<file path="config.mk">
export PLATFORM = sky130hd
export DESIGN_NAME = byte_stream_tokenizer
export DESIGN_NICKNAME = d
export VERILOG_FILES = /design/src/sv/bst_pkg.sv /design/src/sv/bst_front.sv /design/src/sv/bst_queue.sv /design/src/sv/bst_back.sv /design/src/sv/byte_stream_tokenizer.sv
export SDC_FILE = /design/constraint.sdc
export NUM_CORES = 1
export LEC_CHECK = 0
export BUFFER_PORTS_ARGS = -buffer_cell sky130_fd_sc_hd__buf_2
export CORE_UTILIZATION = 50
export CTS_CLUSTER_DIAMETER = 30
export DETAILED_ROUTE_END_ITERATION = 10
export GPL_ROUTABILITY_DRIVEN = 0
export MAX_ROUTING_LAYER = met4
export PLACE_DENSITY = 0.71
export SYNTH_ARGS = -nofsm -noshare
export SYNTH_HDL_FRONTEND = slang
export SYNTH_SLANG_ARGS = --single-unit
export TNS_END_PERCENT = 20
</file>
<file path="constraint.sdc">
create_clock -name clk -period 19.29 [get_ports clk]
set_clock_uncertainty 0.2 [all_clocks]
set_input_delay 3.858 -clock clk [delete_from_list [all_inputs] [get_ports clk]]
set_output_delay 3.858 -clock clk [all_outputs]
set_load 0.02 [all_outputs]
</file>
<file path="src/sv/bst_pkg.sv">
package bst_pkg;

  localparam int MAX_WORD = 32;
  localparam int IDX_W    = $clog2(MAX_WORD);
  localparam int LEN_W    = $clog2(MAX_WORD + 1);

  localparam int Q_DEPTH = 4;
  localparam int Q_PTR_W = $clog2(Q_DEPTH);
  localparam int Q_CNT_W = $clog2(Q_DEPTH + 1);

  localparam logic [2:0] KIND_KEYWORD = 3'd0;
  localparam logic [2:0] KIND_IDENT   = 3'd1;
  localparam logic [2:0] KIND_INT     = 3'd2;
  localparam logic [2:0] KIND_STRING  = 3'd3;
  localparam logic [2:0] KIND_PUNCT   = 3'd4;
  localparam logic [2:0] KIND_END     = 3'd5;
  localparam logic [2:0] KIND_ERROR   = 3'd6;

  localparam logic [2:0] ERR_NONE     = 3'd0;
  localparam logic [2:0] ERR_BAD_CHAR = 3'd1;
  localparam logic [2:0] ERR_EOI_STR  = 3'd2;
  localparam logic [2:0] ERR_NEWLINE  = 3'd3;
  localparam logic [2:0] ERR_RETURN   = 3'd4;
  localparam logic [2:0] ERR_TAB      = 3'd5;
  localparam logic [2:0] ERR_OTHER    = 3'd6;

  localparam logic [1:0] KW_DEFUNC = 2'd0;
  localparam logic [1:0] KW_VAR    = 2'd1;
  localparam logic [1:0] KW_IF     = 2'd2;
  localparam int         NUM_KW    = 3;

  localparam logic PUNCT_OPEN  = 1'b0;
  localparam logic PUNCT_CLOSE = 1'b1;

  // what the back end does before the main action of a queue entry
  localparam logic [1:0] PRE_NONE  = 2'd0;
  localparam logic [1:0] PRE_INT   = 2'd1;
  localparam logic [1:0] PRE_FLUSH = 2'd2;

  localparam logic [1:0] MAIN_NONE   = 2'd0;
  localparam logic [1:0] MAIN_WBYTE  = 2'd1;
  localparam logic [1:0] MAIN_RESULT = 2'd2;

  localparam logic [30:0] INT_MAX = 31'h7FFF_FFFF;

  typedef struct packed {
    logic [2:0]  kind;
    logic [1:0]  kw;
    logic        punct;
    logic [30:0] ival;
    logic        sat;
    logic [7:0]  text;
    logic        has;
    logic        last;
    logic [2:0]  err;
  } bst_result_t;

  typedef struct packed {
    logic [1:0]       pre;
    logic             kw_hit;
    logic [1:0]       kw;
    logic [LEN_W-1:0] flen;
    logic [30:0]      ival;
    logic             sat;
    logic [1:0]       main;
    logic [IDX_W-1:0] widx;
    bst_result_t      res;
  } bst_entry_t;

  function automatic logic [LEN_W-1:0] kw_len(input logic [1:0] k);
    logic [LEN_W-1:0] r;
    case (k)
      KW_DEFUNC: r = LEN_W'(6);
      KW_VAR:    r = LEN_W'(3);
      KW_IF:     r = LEN_W'(2);
      default:   r = '0;
    endcase
    return r;
  endfunction

  function automatic logic [7:0] kw_char(input logic [1:0] k, input logic [2:0] p);
    logic [7:0] r;
    r = 8'h00;
    case (k)
      KW_DEFUNC: begin
        case (p)
          3'd0:    r = "d";
          3'd1:    r = "e";
          3'd2:    r = "f";
          3'd3:    r = "u";
          3'd4:    r = "n";
          3'd5:    r = "c";
          default: r = 8'h00;
        endcase
      end
      KW_VAR: begin
        case (p)
          3'd0:    r = "v";
          3'd1:    r = "a";
          3'd2:    r = "r";
          default: r = 8'h00;
        endcase
      end
      KW_IF: begin
        case (p)
          3'd0:    r = "i";
          3'd1:    r = "f";
          default: r = 8'h00;
        endcase
      end
      default: r = 8'h00;
    endcase
    return r;
  endfunction

  function automatic bst_result_t single_res(input logic [2:0] kind);
    bst_result_t r;
    r      = '0;
    r.kind = kind;
    r.last = 1'b1;
    return r;
  endfunction

  function automatic bst_result_t err_res(input logic [2:0] code);
    bst_result_t r;
    r      = single_res(KIND_ERROR);
    r.err  = code;
    return r;
  endfunction

endpackage

</file>
<file path="src/sv/bst_front.sv">
module bst_front (
  input  logic               clk,
  input  logic               rst_n,
  input  logic               in_valid,
  output logic               in_stall,
  input  logic [7:0]         in_char_in,
  input  logic               in_end_of_input,
  input  logic               q_full,
  output logic               q_push,
  output bst_pkg::bst_entry_t q_entry,
  output logic               halted
);
  import bst_pkg::*;

  localparam logic [2:0] MODE_START  = 3'd0;
  localparam logic [2:0] MODE_IDENT  = 3'd1;
  localparam logic [2:0] MODE_NUMBER = 3'd2;
  localparam logic [2:0] MODE_STRING = 3'd3;
  localparam logic [2:0] MODE_HALT   = 3'd4;

  logic [2:0]        mode_r, mode_nxt;
  logic [LEN_W-1:0]  len_r, len_nxt;
  logic [NUM_KW-1:0] kw_ok_r, kw_ok_nxt;
  logic [30:0]       acc_r, acc_nxt;
  logic              sat_r, sat_nxt;

  logic [7:0]  c;
  logic        eoi;
  logic        is_alpha, is_digit, is_word, is_ws;
  logic [3:0]  dval;
  logic [34:0] acc_sum;
  logic        do_start;
  logic        accept;
  bst_entry_t  ent;

  assign c        = in_char_in;
  assign eoi      = in_end_of_input;
  assign is_alpha = (c >= "a" && c <= "z") || (c >= "A" && c <= "Z");
  assign is_digit = (c >= "0" && c <= "9");
  assign is_word  = is_alpha || is_digit || (c == "_");
  assign is_ws    = (c == 8'h20) || (c >= 8'h09 && c <= 8'h0d);
  assign dval     = c[3:0];

  // acc * 10 + digit
  assign acc_sum = {1'b0, acc_r, 3'b000} + {3'b000, acc_r, 1'b0} + {31'b0, dval};

  assign in_stall = q_full;
  assign accept   = in_valid && !in_stall;
  assign halted   = (mode_r == MODE_HALT);

  always_comb begin
    ent       = '0;
    mode_nxt  = mode_r;
    len_nxt   = len_r;
    kw_ok_nxt = kw_ok_r;
    acc_nxt   = acc_r;
    sat_nxt   = sat_r;
    do_start  = 1'b0;

    case (mode_r)
      MODE_IDENT: begin
        if (!eoi && is_word) begin
          if (len_r >= LEN_W'(MAX_WORD)) begin
            ent.main = MAIN_RESULT;
            ent.res  = err_res(ERR_OTHER);
            mode_nxt = MODE_HALT;
          end else begin
            ent.main     = MAIN_WBYTE;
            ent.widx     = len_r[IDX_W-1:0];
            ent.res.text = c;
            len_nxt      = len_r + LEN_W'(1);
            for (int k = 0; k < NUM_KW; k++) begin
              kw_ok_nxt[k] = kw_ok_r[k] && (len_r < kw_len(2'(k))) &&
                             (c == kw_char(2'(k), len_r[2:0]));
            end
          end
        end else begin
          ent.pre  = PRE_FLUSH;
          ent.flen = len_r;
          for (int k = 0; k < NUM_KW; k++) begin
            if (kw_ok_r[k] && (len_r == kw_len(2'(k)))) begin
              ent.kw_hit = 1'b1;
              ent.kw     = 2'(k);
            end
          end
          len_nxt  = '0;
          do_start = 1'b1;
        end
      end
      MODE_NUMBER: begin
        if (!eoi && is_digit) begin
          if (acc_sum[34:31] != 4'd0) begin
            acc_nxt = INT_MAX;
            sat_nxt = 1'b1;
          end else begin
            acc_nxt = acc_sum[30:0];
          end
        end else begin
          ent.pre  = PRE_INT;
          ent.ival = acc_r;
          ent.sat  = sat_r;
          acc_nxt  = '0;
          sat_nxt  = 1'b0;
          do_start = 1'b1;
        end
      end
      MODE_STRING: begin
        ent.main = MAIN_RESULT;
        if (eoi) begin
          ent.res  = err_res(ERR_EOI_STR);
          mode_nxt = MODE_HALT;
        end else if (c == 8'h22) begin
          ent.res  = single_res(KIND_STRING);
          mode_nxt = MODE_START;
        end else if (c < 8'd33 || c > 8'd126) begin
          mode_nxt = MODE_HALT;
          if (c == 8'h0a) begin
            ent.res = err_res(ERR_NEWLINE);
          end else if (c == 8'h0d) begin
            ent.res = err_res(ERR_RETURN);
          end else if (c == 8'h09) begin
            ent.res = err_res(ERR_TAB);
          end else begin
            ent.res = err_res(ERR_OTHER);
          end
        end else begin
          ent.res.kind = KIND_STRING;
          ent.res.text = c;
          ent.res.has  = 1'b1;
        end
      end
      MODE_START: begin
        do_start = 1'b1;
      end
      default: ;
    endcase

    // a byte that ends an identifier or number is handled as a fresh byte
    if (do_start) begin
      mode_nxt = MODE_START;
      if (eoi) begin
        ent.main = MAIN_RESULT;
        ent.res  = single_res(KIND_END);
      end else if (is_ws) begin
        ent.main = MAIN_NONE;
      end else if (is_alpha || c == "_") begin
        ent.main     = MAIN_WBYTE;
        ent.widx     = '0;
        ent.res.text = c;
        len_nxt      = LEN_W'(1);
        for (int k = 0; k < NUM_KW; k++) begin
          kw_ok_nxt[k] = (c == kw_char(2'(k), 3'd0));
        end
        mode_nxt = MODE_IDENT;
      end else if (is_digit) begin
        acc_nxt  = {27'b0, dval};
        sat_nxt  = 1'b0;
        mode_nxt = MODE_NUMBER;
      end else if (c == 8'h28) begin
        ent.main      = MAIN_RESULT;
        ent.res       = single_res(KIND_PUNCT);
        ent.res.punct = PUNCT_OPEN;
      end else if (c == 8'h29) begin
        ent.main      = MAIN_RESULT;
        ent.res       = single_res(KIND_PUNCT);
        ent.res.punct = PUNCT_CLOSE;
      end else if (c == 8'h22) begin
        mode_nxt = MODE_STRING;
      end else begin
        ent.main = MAIN_RESULT;
        ent.res  = err_res(ERR_BAD_CHAR);
        mode_nxt = MODE_HALT;
      end
    end
  end

  assign q_entry = ent;
  assign q_push  = accept && ((ent.pre != PRE_NONE) || (ent.main != MAIN_NONE));

  always_ff @(posedge clk) begin
    if (!rst_n) begin
      mode_r  <= MODE_START;
      len_r   <= '0;
      kw_ok_r <= '0;
      acc_r   <= '0;
      sat_r   <= 1'b0;
    end else if (accept) begin
      mode_r  <= mode_nxt;
      len_r   <= len_nxt;
      kw_ok_r <= kw_ok_nxt;
      acc_r   <= acc_nxt;
      sat_r   <= sat_nxt;
    end
  end

endmodule

</file>
<file path="src/sv/bst_queue.sv">
module bst_queue (
  input  logic                clk,
  input  logic                rst_n,
  input  logic                push,
  input  bst_pkg::bst_entry_t push_entry,
  output logic                full,
  input  logic                pop,
  output logic                head_valid,
  output bst_pkg::bst_entry_t head
);
  import bst_pkg::*;

  bst_entry_t         slot_r [Q_DEPTH];
  logic [Q_PTR_W-1:0] wptr_r, rptr_r;
  logic [Q_CNT_W-1:0] cnt_r;
  logic               do_push, do_pop;

  assign full       = (cnt_r == Q_CNT_W'(Q_DEPTH));
  assign head_valid = (cnt_r != '0);
  assign head       = slot_r[rptr_r];
  assign do_push    = push && !full;
  assign do_pop     = pop && head_valid;

  always_ff @(posedge clk) begin
    if (do_push) begin
      slot_r[wptr_r] <= push_entry;
    end
  end

  always_ff @(posedge clk) begin
    if (!rst_n) begin
      wptr_r <= '0;
      rptr_r <= '0;
      cnt_r  <= '0;
    end else begin
      if (do_push) begin
        wptr_r <= wptr_r + Q_PTR_W'(1);
      end
      if (do_pop) begin
        rptr_r <= rptr_r + Q_PTR_W'(1);
      end
      if (do_push && !do_pop) begin
        cnt_r <= cnt_r + Q_CNT_W'(1);
      end else if (do_pop && !do_push) begin
        cnt_r <= cnt_r - Q_CNT_W'(1);
      end
    end
  end

endmodule

</file>
<file path="src/sv/bst_back.sv">
module bst_back (
  input  logic                 clk,
  input  logic                 rst_n,
  input  logic                 q_valid,
  input  bst_pkg::bst_entry_t  q_head,
  output logic                 q_pop,
  output logic                 out_valid,
  input  logic                 out_stall,
  output bst_pkg::bst_result_t out_res
);
  import bst_pkg::*;

  localparam logic [1:0] B_IDLE  = 2'd0;
  localparam logic [1:0] B_FLUSH = 2'd1;
  localparam logic [1:0] B_MAIN  = 2'd2;

  logic [1:0]       state_r, state_nxt;
  bst_entry_t       cur_r, cur_nxt;
  logic [IDX_W-1:0] idx_r, idx_nxt;
  logic             out_valid_r, out_valid_nxt;
  bst_result_t      out_res_r, res_nxt;
  logic             load;
  logic             out_free;
  logic             pre_out;

  logic [7:0]       word_mem [MAX_WORD];
  logic [7:0]       rd_q;
  logic             we;
  logic [IDX_W-1:0] waddr;
  logic [7:0]       wdata;

  assign out_free = !out_valid_r || !out_stall;

  always_comb begin
    q_pop     = 1'b0;
    load      = 1'b0;
    res_nxt   = out_res_r;
    state_nxt = state_r;
    idx_nxt   = idx_r;
    cur_nxt   = cur_r;
    we        = 1'b0;
    waddr     = q_head.widx;
    wdata     = q_head.res.text;
    pre_out   = 1'b0;

    case (state_r)
      B_IDLE: begin
        idx_nxt = '0;
        if (q_valid && out_free) begin
          q_pop   = 1'b1;
          cur_nxt = q_head;
          case (q_head.pre)
            PRE_INT: begin
              load         = 1'b1;
              pre_out      = 1'b1;
              res_nxt      = single_res(KIND_INT);
              res_nxt.ival = q_head.ival;
              res_nxt.sat  = q_head.sat;
            end
            PRE_FLUSH: begin
              if (q_head.kw_hit) begin
                load       = 1'b1;
                pre_out    = 1'b1;
                res_nxt    = single_res(KIND_KEYWORD);
                res_nxt.kw = q_head.kw;
              end else begin
                state_nxt = B_FLUSH;
              end
            end
            default: ;
          endcase
          // main action, unless an identifier run comes first; a result behind a pre result waits in B_MAIN
          if (state_nxt == B_IDLE) begin
            if (q_head.main == MAIN_RESULT) begin
              if (pre_out) begin
                state_nxt = B_MAIN;
              end else begin
                load    = 1'b1;
                res_nxt = q_head.res;
              end
            end else if (q_head.main == MAIN_WBYTE) begin
              we = 1'b1;
            end
          end
        end
      end
      B_FLUSH: begin
        if (out_free) begin
          load         = 1'b1;
          res_nxt      = '0;
          res_nxt.kind = KIND_IDENT;
          res_nxt.text = rd_q;
          res_nxt.has  = 1'b1;
          res_nxt.last = ((LEN_W'(idx_r) + LEN_W'(1)) == cur_r.flen);
          if (res_nxt.last) begin
            idx_nxt   = '0;
            state_nxt = (cur_r.main != MAIN_NONE) ? B_MAIN : B_IDLE;
          end else begin
            idx_nxt = idx_r + IDX_W'(1);
          end
        end
      end
      B_MAIN: begin
        idx_nxt = '0;
        waddr   = cur_r.widx;
        wdata   = cur_r.res.text;
        if (cur_r.main == MAIN_RESULT) begin
          if (out_free) begin
            load      = 1'b1;
            res_nxt   = cur_r.res;
            state_nxt = B_IDLE;
          end
        end else begin
          we        = (cur_r.main == MAIN_WBYTE);
          state_nxt = B_IDLE;
        end
      end
      default: begin
        state_nxt = B_IDLE;
      end
    endcase
  end

  assign out_valid_nxt = load || (out_valid_r && out_stall);

  // read address follows the next run index so rd_q holds the current byte
  always_ff @(posedge clk) begin
    if (we) begin
      word_mem[waddr] <= wdata;
    end
    rd_q <= word_mem[idx_nxt];
  end

  always_ff @(posedge clk) begin
    cur_r <= cur_nxt;
    if (load) begin
      out_res_r <= res_nxt;
    end
  end

  always_ff @(posedge clk) begin
    if (!rst_n) begin
      state_r     <= B_IDLE;
      idx_r       <= '0;
      out_valid_r <= 1'b0;
    end else begin
      state_r     <= state_nxt;
      idx_r       <= idx_nxt;
      out_valid_r <= out_valid_nxt;
    end
  end

  assign out_valid = out_valid_r;
  assign out_res   = out_res_r;

endmodule

</file>
<file path="src/sv/byte_stream_tokenizer.sv">
// throughput: one byte per cycle while the command queue is not full;
// one result per cycle at the output register while out_stall is low
// an identifier run drains from the word buffer one character per cycle while out_stall
// is low, so a long run fills the four-entry command queue and stalls the input meanwhile
// reset: synchronous active-low rst_n clears lexer mode, counters, queue and output valid;
// the word buffer is not cleared
module byte_stream_tokenizer (
  input  logic        clk,
  input  logic        rst_n,
  input  logic        in_valid,
  output logic        in_stall,
  input  logic [7:0]  in_char_in,
  input  logic        in_end_of_input,
  output logic        out_valid,
  input  logic        out_stall,
  output logic [2:0]  out_token_kind,
  output logic [1:0]  out_keyword_code,
  output logic        out_punct_code,
  output logic [30:0] out_int_value,
  output logic        out_int_saturated,
  output logic [7:0]  out_text_byte,
  output logic        out_has_byte,
  output logic        out_last_of_run,
  output logic [2:0]  out_error_code
);
  import bst_pkg::*;

  logic        q_push, q_full, q_pop, q_valid;
  bst_entry_t  q_entry, q_head;
  bst_result_t res;
  logic        front_halted;

  bst_front u_front (
    .clk             (clk),
    .rst_n           (rst_n),
    .in_valid        (in_valid),
    .in_stall        (in_stall),
    .in_char_in      (in_char_in),
    .in_end_of_input (in_end_of_input),
    .q_full          (q_full),
    .q_push          (q_push),
    .q_entry         (q_entry),
    .halted          (front_halted)
  );

  bst_queue u_queue (
    .clk        (clk),
    .rst_n      (rst_n),
    .push       (q_push),
    .push_entry (q_entry),
    .full       (q_full),
    .pop        (q_pop),
    .head_valid (q_valid),
    .head       (q_head)
  );

  bst_back u_back (
    .clk       (clk),
    .rst_n     (rst_n),
    .q_valid   (q_valid),
    .q_head    (q_head),
    .q_pop     (q_pop),
    .out_valid (out_valid),
    .out_stall (out_stall),
    .out_res   (res)
  );

  assign out_token_kind    = res.kind;
  assign out_keyword_code  = res.kw;
  assign out_punct_code    = res.punct;
  assign out_int_value     = res.ival;
  assign out_int_saturated = res.sat;
  assign out_text_byte     = res.text;
  assign out_has_byte      = res.has;
  assign out_last_of_run   = res.last;
  assign out_error_code    = res.err;

  a_no_overflow: assert property (@(posedge clk) disable iff (!rst_n)
    q_push |-> !q_full)
    else $error("command queue pushed while full");

  a_error_halts: assert property (@(posedge clk) disable iff (!rst_n)
    (out_valid && out_token_kind == KIND_ERROR) |-> front_halted)
    else $error("error result while front end still running");

  a_run_kinds: assert property (@(posedge clk) disable iff (!rst_n)
    (out_valid && !out_last_of_run) |->
      (out_token_kind == KIND_IDENT || out_token_kind == KIND_STRING))
    else $error("open run on a single-result token");

endmodule
</file>
==> flow_summary_export.csv, run 1 <==
group,metric,value,unit
sta,finalCriticalPeriod,7260,ps
route,drc_errors,0,
synth,synth_common_cells,"edfxtp_1 (605), nor2_1 (131), a21oi_1 (118), mux4_2 (99), nand2_1 (92)",
sta,maxSlewHeadroom,3.38,%
grt,track_usage,25.3,%
status,status,"finished, final reports clean",
critical_path,critPathLaunchType,"input port",
route,vias_per_cell,6.32,
final_layout,final_nets,2183,
critical_path,r2r_setup_slack,13660,ps
sta,fin_tns_setup,0,ps
final_layout,fin_area,34800,um2
final_layout,syn2layout_area_growth,16.7,%
pwr,total_power,5.27,mW
place,portBuffers,65,
final_layout,final_cells,2959,
sta,maxSlewViolCount,0,
clock_network,cts-root-buf,"clkbuf_16",
clock_network,holdBufCountCts,0,
synth,synth-seq-cells,674,
sta,timing.final.crit_share,37.6,%
route,drtIter0Drc,1837,
pwr,p_leak,12.1,nW
clock_network,clk_latency,670,ps
synth,synth_top_area_share,60.9,%
sta,rsz0062_at_grt,"no",
clock_network,post_cts_resize_count,0,
final_layout,drive_gt1_share,20.9,%
place,dpl.hpwl,45200,um
synth,synth_area_leader_cell,"edfxtp_1",
critical_path,crit_chain,"buf_2 > and2_1 > nor3b_2 > buf_4 > nand2_1 > o31ai_1 > nand3_1 > nor2_1",
place,dpl-instance-area,30800,um2
place,placed_cells,2745,
synth,synth_ff_type,"edfxtp_1",
critical_path,path_class,"in -> reg",
pwr,powerDensity,151,nW/um2
route,routed_wirelength,74000,um
final_layout,diodes,0,
synth,yosysMostFrequentCell,"edfxtp_1",
synth,async_flop_share,0,%
synth,synth.avg_cell_area,14.9,um2
route,vias,18700,
critical_path,rr_endpoint,"u_back.word_mem[21][1]",
min_path,holdPathStages,2,
grt,antenna_found_initial,1,
synth,yosysWarnings,0,
floorplanning,die_w,246,um
synth,synth_edf_count,605,
floorplanning,start_util,50.6,%
critical_path,path_buf_inv,2,
clock_network,post_cts.repair.setup_buffers,0,
critical_path,end_kind,"flip-flop",
synth,synth.area.top_cells,"edfxtp_1 (61%), mux4_2 (7.5%), dfxtp_1 (4.6%)",
floorplanning,coreArea,59000,um2
min_path,hold_path_class,"reg -> reg",
sta,tightest_slew,1440,ps
critical_path,reg2reg_depth,8,
clock_network,cts.htree.levels,3,
floorplanning,num_rows,89,
clock_network,clock_sinks,674,
critical_path,crit_family,"simple AND/OR/NAND/NOR gates",
sta,final-hold-violation-count,0,
critical_path,critPathArrivalTime,7330,ps
critical_path,required,19370,ps
pwr,peakVddDrop,0.101,mV
grt,grt_max_degree,81,
clock_network,tritoncts,"done",
sta,max_clock_freq,138,MHz
critical_path,critPathSlowestCell,"nor2_1",
min_path,hp-start,"u_front.kw_ok_r[1]",
route,drtAntennaViolNets,0,
route,detailedRoute.firstPassIterationCount,6,
floorplanning,io_pins,66,
synth,syn_area,29900,um2
grt,overflow,0,
critical_path,path_max_fanout,35,
grt,grt_pass1_vias,18700,
synth,postSynthCellCount,2010,
clock_network,cts_buffer_depth,3,
floorplanning,dieArea,60700,um2
route,avgRoutedWirePerCell,25.0,um
floorplanning,die_h,246,um
flow_run,max_cap_violations,0,
synth,synth_cell_types,87,
grt,grt_pass1_wl,113000,um
final_layout,final_util,59.0,%
clock_network,path_clk_slew,50,ps
sta,setup_violations,0,
clock_network,numCtsBuffers,113,
synth,ys_seq_area_share,65.5,%
min_path,min_to,"u_front.kw_ok_r[1]",
critical_path,crit_path_max_incr_delay,830,ps
[registers in the layout (all words and copies together) (netlist names), 3 cells and up, named ones only]
register         cells
u_queue.slot_r     268
u_back.word_mem    256
u_back.out_res      51
u_front.acc_r       31
u_back.cur_r        30
u_back.rd_q          8
u_front.len_r        6
u_back.idx_r         5
u_front.kw_ok_r      3
u_front.mode_r       3
u_queue.cnt_r        3
[tightest hold or removal path, delay by kind of cell (launching register included)]
kind | cells | cell delay [ps]
compound gates | 2 | 130
flops | 1 | 310
[through the flow]
step / setup slack (ps) / hold WS, ps
finish: 12030 / 286
global route: 11880 / 312
CTS: 12120 / 281
detailed placement: 11450 / 272
global placement: 11540 / 269
floorplan: 10100 / 246
[worst max-delay path by stage]
stage	startpoint	endpoint	slack (ps)	cells past startpoint
after global placement	in_char_in[3]	u_front.acc_r[18]	11540	12
after global routing	in_char_in[3]	u_front.acc_r[14]	11880	11
final	out_stall	u_back.word_mem[21][1]	12030	8
after CTS	in_char_in[3]	u_front.acc_r[11]	12120	12
after floorplan	out_stall	u_back.out_res[0]	10100	6
after detailed placement	in_char_in[3]	u_front.acc_r[11]	11450	12
[cells in the final DEF (no fill, tap or decap), types with 20 or more instances in the layout]
master     count
a21oi_1      117
a221o_1       21
a221oi_1      21
a22oi_1       43
a31o_2        24
and3_1        64
buf_2         66
clkbuf_16    113
dfxtp_1       67
edfxtp_1     605
ha_1          80
inv_1         31
mux2i_1       23
mux4_2        99
nand2_1       91
nand3_1       31
nor2_1       131
nor3_1        25
o21ai_0       57
o22ai_1       20
xnor2_1       25
[metal layers]
metal / GRT usage (%) / part of all wire (%) / up-vias
li1: - / - / 8188
met1: 33.7 / 41 / 9377
met2: 39.4 / 48 / 980
met3: 3.93 / 8.2 / 154
met4: 9.64 / 3.0 / 0
met5: - / 0 / -
[power by group]
group	internal, mW	switching (mW)	total, mW
combinational	0.340	0.780	1.12
clock	1.36	0.737	2.10
sequential	1.95	0.0997	2.05
total	3.65	1.62	5.27
[kinds of logic (layout without fill, tap and decap cells)]
| group | count (synthesis) | in the layout | share of synthesized area (%) |
|---|---|---|---|
| flops | 674 | 674 | 65.5 |
| simple gates | 467 | 467 | 8.00 |
| compound gates | 451 | 451 | 10.6 |
| buf+inv | 157 | 330 | 2.38 |
| mux | 133 | 133 | 8.66 |
| fa+ha+maj | 83 | 83 | 3.55 |
| xor+xnor | 44 | 44 | 1.35 |
| other cells | 1 | 4 | 0.0126 |
[area by class of cell]
| type | instances | area [um2] |
|---|---|---|
| Clock buffer | 130 | 2930 |
| Clock inverter | 84 | 1140 |
| Fill cell | 4290 | 24200 |
| Inverter | 31 | 116 |
| Multi-Input combinational cell | 1182 | 9660 |
| Sequential cell | 674 | 19600 |
| Tap cell | 773 | 967 |
| Timing Repair Buffer | 85 | 473 |
Power figures use the tool's default switching activity.
==> run 2, diff against run 1 <==
==> constraint.sdc (replaced) <==
create_clock -name clk -period 7.1 [get_ports clk]
set_clock_uncertainty 0.2 [all_clocks]
set_input_delay 1.42 -clock clk [delete_from_list [all_inputs] [get_ports clk]]
set_output_delay 1.42 -clock clk [all_outputs]
set_load 0.02 [all_outputs]
==> run 2 against run 1 <==
Final area about the same; worst hold slack worse by 4.0 ps; first-iteration DRC count down 9.3%; critical endpoint is now u_back.word_mem[21][6]; largest power group is now registers.
==> flow_summary_export.csv, run 2 (synthesized netlist as in run 1, its figures left out) <==
group,metric,value,unit
sta,max_clock_freq,206,MHz
sta,timing.final.crit_share,68.4,%
clock_network,cts_buffer_depth,3,
critical_path,end_kind,"flip-flop",
grt,grt_pass1_wl,110000,um
critical_path,crit_family,"simple AND/OR/NAND/NOR gates",
grt,grt_pass1_vias,18600,
status,status,"finished, final reports clean",
grt,track_usage,24.7,%
min_path,holdPathStages,2,
route,vias,18700,
critical_path,worstSetupEndpoint,"u_back.word_mem[21][6]",
clock_network,tritoncts,"done",
critical_path,crit_chain,"mux4_2 > ha_1 > nor2b_1 > or3_1 > o31ai_1 > nand3_1 > nor2_1",
critical_path,worst-path-stages,7,
route,avgRoutedWirePerCell,24.5,um
floorplanning,io_pins,66,
critical_path,path_buf_inv,0,
grt,antenna_found_initial,1,
flow_run,max_cap_violations,0,
pwr,p_leak,12.1,nW
final_layout,layout_common_cells,"edfxtp_1 (605), nor2_1 (131), clkbuf_16 (120)",
route,drtIter0Drc,1667,
sta,maxSlewViolCount,0,
place,dpl.hpwl,45200,um
min_path,hold_path_class,"reg -> reg",
route,detailedRoute.firstPassIterationCount,7,
final_layout,syn2layout_area_growth,16.7,%
critical_path,reg2reg_depth,7,
final_layout,final_nets,2190,
final_layout,diodes,0,
critical_path,required,7190,ps
critical_path,critPathArrivalTime,4950,ps
floorplanning,die_w,246,um
route,routed_wirelength,72700,um
final_layout,largest-register,"u_queue.slot_r",
place,portBuffers,65,
pwr,peakVddDrop,0.285,mV
clock_network,clock_sinks,674,
sta,maxSlewHeadroom,19.9,%
sta,setup_violations,0,
clock_network,holdBufCountCts,0,
sta,rsz0062_at_grt,"no",
sta,fin_tns_setup,0,ps
clock_network,post_cts.repair.setup_buffers,0,
floorplanning,dieArea,60700,um2
critical_path,r2r_setup_slack,2240,ps
route,drc_errors,0,
floorplanning,die_h,246,um
critical_path,path_max_fanout,27,
route,drtAntennaViolNets,0,
grt,grt_max_degree,68,
final_layout,final_cells,2968,
floorplanning,coreArea,59000,um2
clock_network,post_cts_resize_count,0,
critical_path,critPathLaunchType,"flip-flop",
final_layout,largest_register_ffs,268,
sta,final-hold-violation-count,0,
route,vias_per_cell,6.31,
critical_path,rr_endpoint,"u_back.word_mem[21][6]",
critical_path,path_class,"reg -> reg",
final_layout,mostFrequentLayoutCell,"edfxtp_1",
pwr,powerDensity,406,nW/um2
final_layout,drive_gt1_share,21.0,%
clock_network,path_clk_slew,50,ps
critical_path,crit_path_max_incr_delay,830,ps
place,placed_cells,2747,
grt,overflow,0,
sta,finalCriticalPeriod,4860,ps
floorplanning,num_rows,89,
clock_network,numCtsBuffers,118,
place,place_ws,1660,ps
critical_path,critPathSlowestCell,"nor2_1",
clock_network,cts.htree.levels,3,
clock_network,clk_latency,680,ps
floorplanning,start_util,50.6,%
sta,finalWorstSetupSlack,2240,ps
sta,tightest_slew,1190,ps
clock_network,cts-root-buf,"clkbuf_16",
[run 2: cell types whose count changed in the layout (fill, tap and decap cells not counted), sizes merged]
| cell | previous run | this run |
|---|---|---|
| clkinv | 36 | 49 |
| buf | 85 | 87 |
| clkbuf | 130 | 140 |
| clkinvlp | 11 | 9 |
| bufinv | 19 | 12 |
| inv | 49 | 42 |
[run 2: tightest hold or removal path: stages, from the launching register on]
cell and delay, ps:
dfxtp_1 300, o21ai_0 70, a21oi_1 60
[run 2: worst min path at each step]
stage                                   from            endpoint  slack [ps]
after floorplan                u_front.sat_r       u_front.sat_r         250
after global placement    u_front.kw_ok_r[1]  u_front.kw_ok_r[1]         270
after detailed placement  u_front.kw_ok_r[1]  u_front.kw_ok_r[1]         270
after CTS                 u_front.kw_ok_r[2]  u_front.kw_ok_r[2]         280
after global routing      u_front.kw_ok_r[0]  u_front.kw_ok_r[0]         300
final                     u_front.kw_ok_r[2]  u_front.kw_ok_r[2]         280
[run 2: layer usage]
layer | vias up | GRT usage (%) | wire (um)
met5 | - | - | 0
met4 | 0 | 9.10 | 2250
met3 | 151 | 3.89 | 5790
met2 | 877 | 39.1 | 35400
met1 | 9503 | 32.3 | 29300
li1 | 8199 | - | -
[run 2: area by class of cell]
cell class / count / area, um2
clock buffer: 140 / 3130
clock inverter: 81 / 905
fill: 4304 / 24200
inverter: 31 / 116
multi-input combinational: 1182 / 9660
sequential: 674 / 19600
tap: 773 / 967
timing repair buffer: 87 / 490
[run 2: report_power, final]
| part | internal, mW | total [mW] | switching (mW) |
|---|---|---|---|
| combinational | 0.925 | 2.98 | 2.06 |
| sequential | 5.30 | 5.58 | 0.286 |
| clock | 3.60 | 5.58 | 1.99 |
| total | 9.82 | 14.1 | 4.33 |
[run 2: through the flow]
step	power [mW]	util (%)	area (um2)	hold slack, ps
2_1_floorplan	7.53	-	29900	246
3_3_place_gp	8.43	52.2	30800	265
3_5_place_dp	8.55	52.2	30800	266
4_1_cts	14.2	59.0	34800	277
5_1_grt	14.6	59.0	34800	303
6_report	14.1	59.0	34800	282
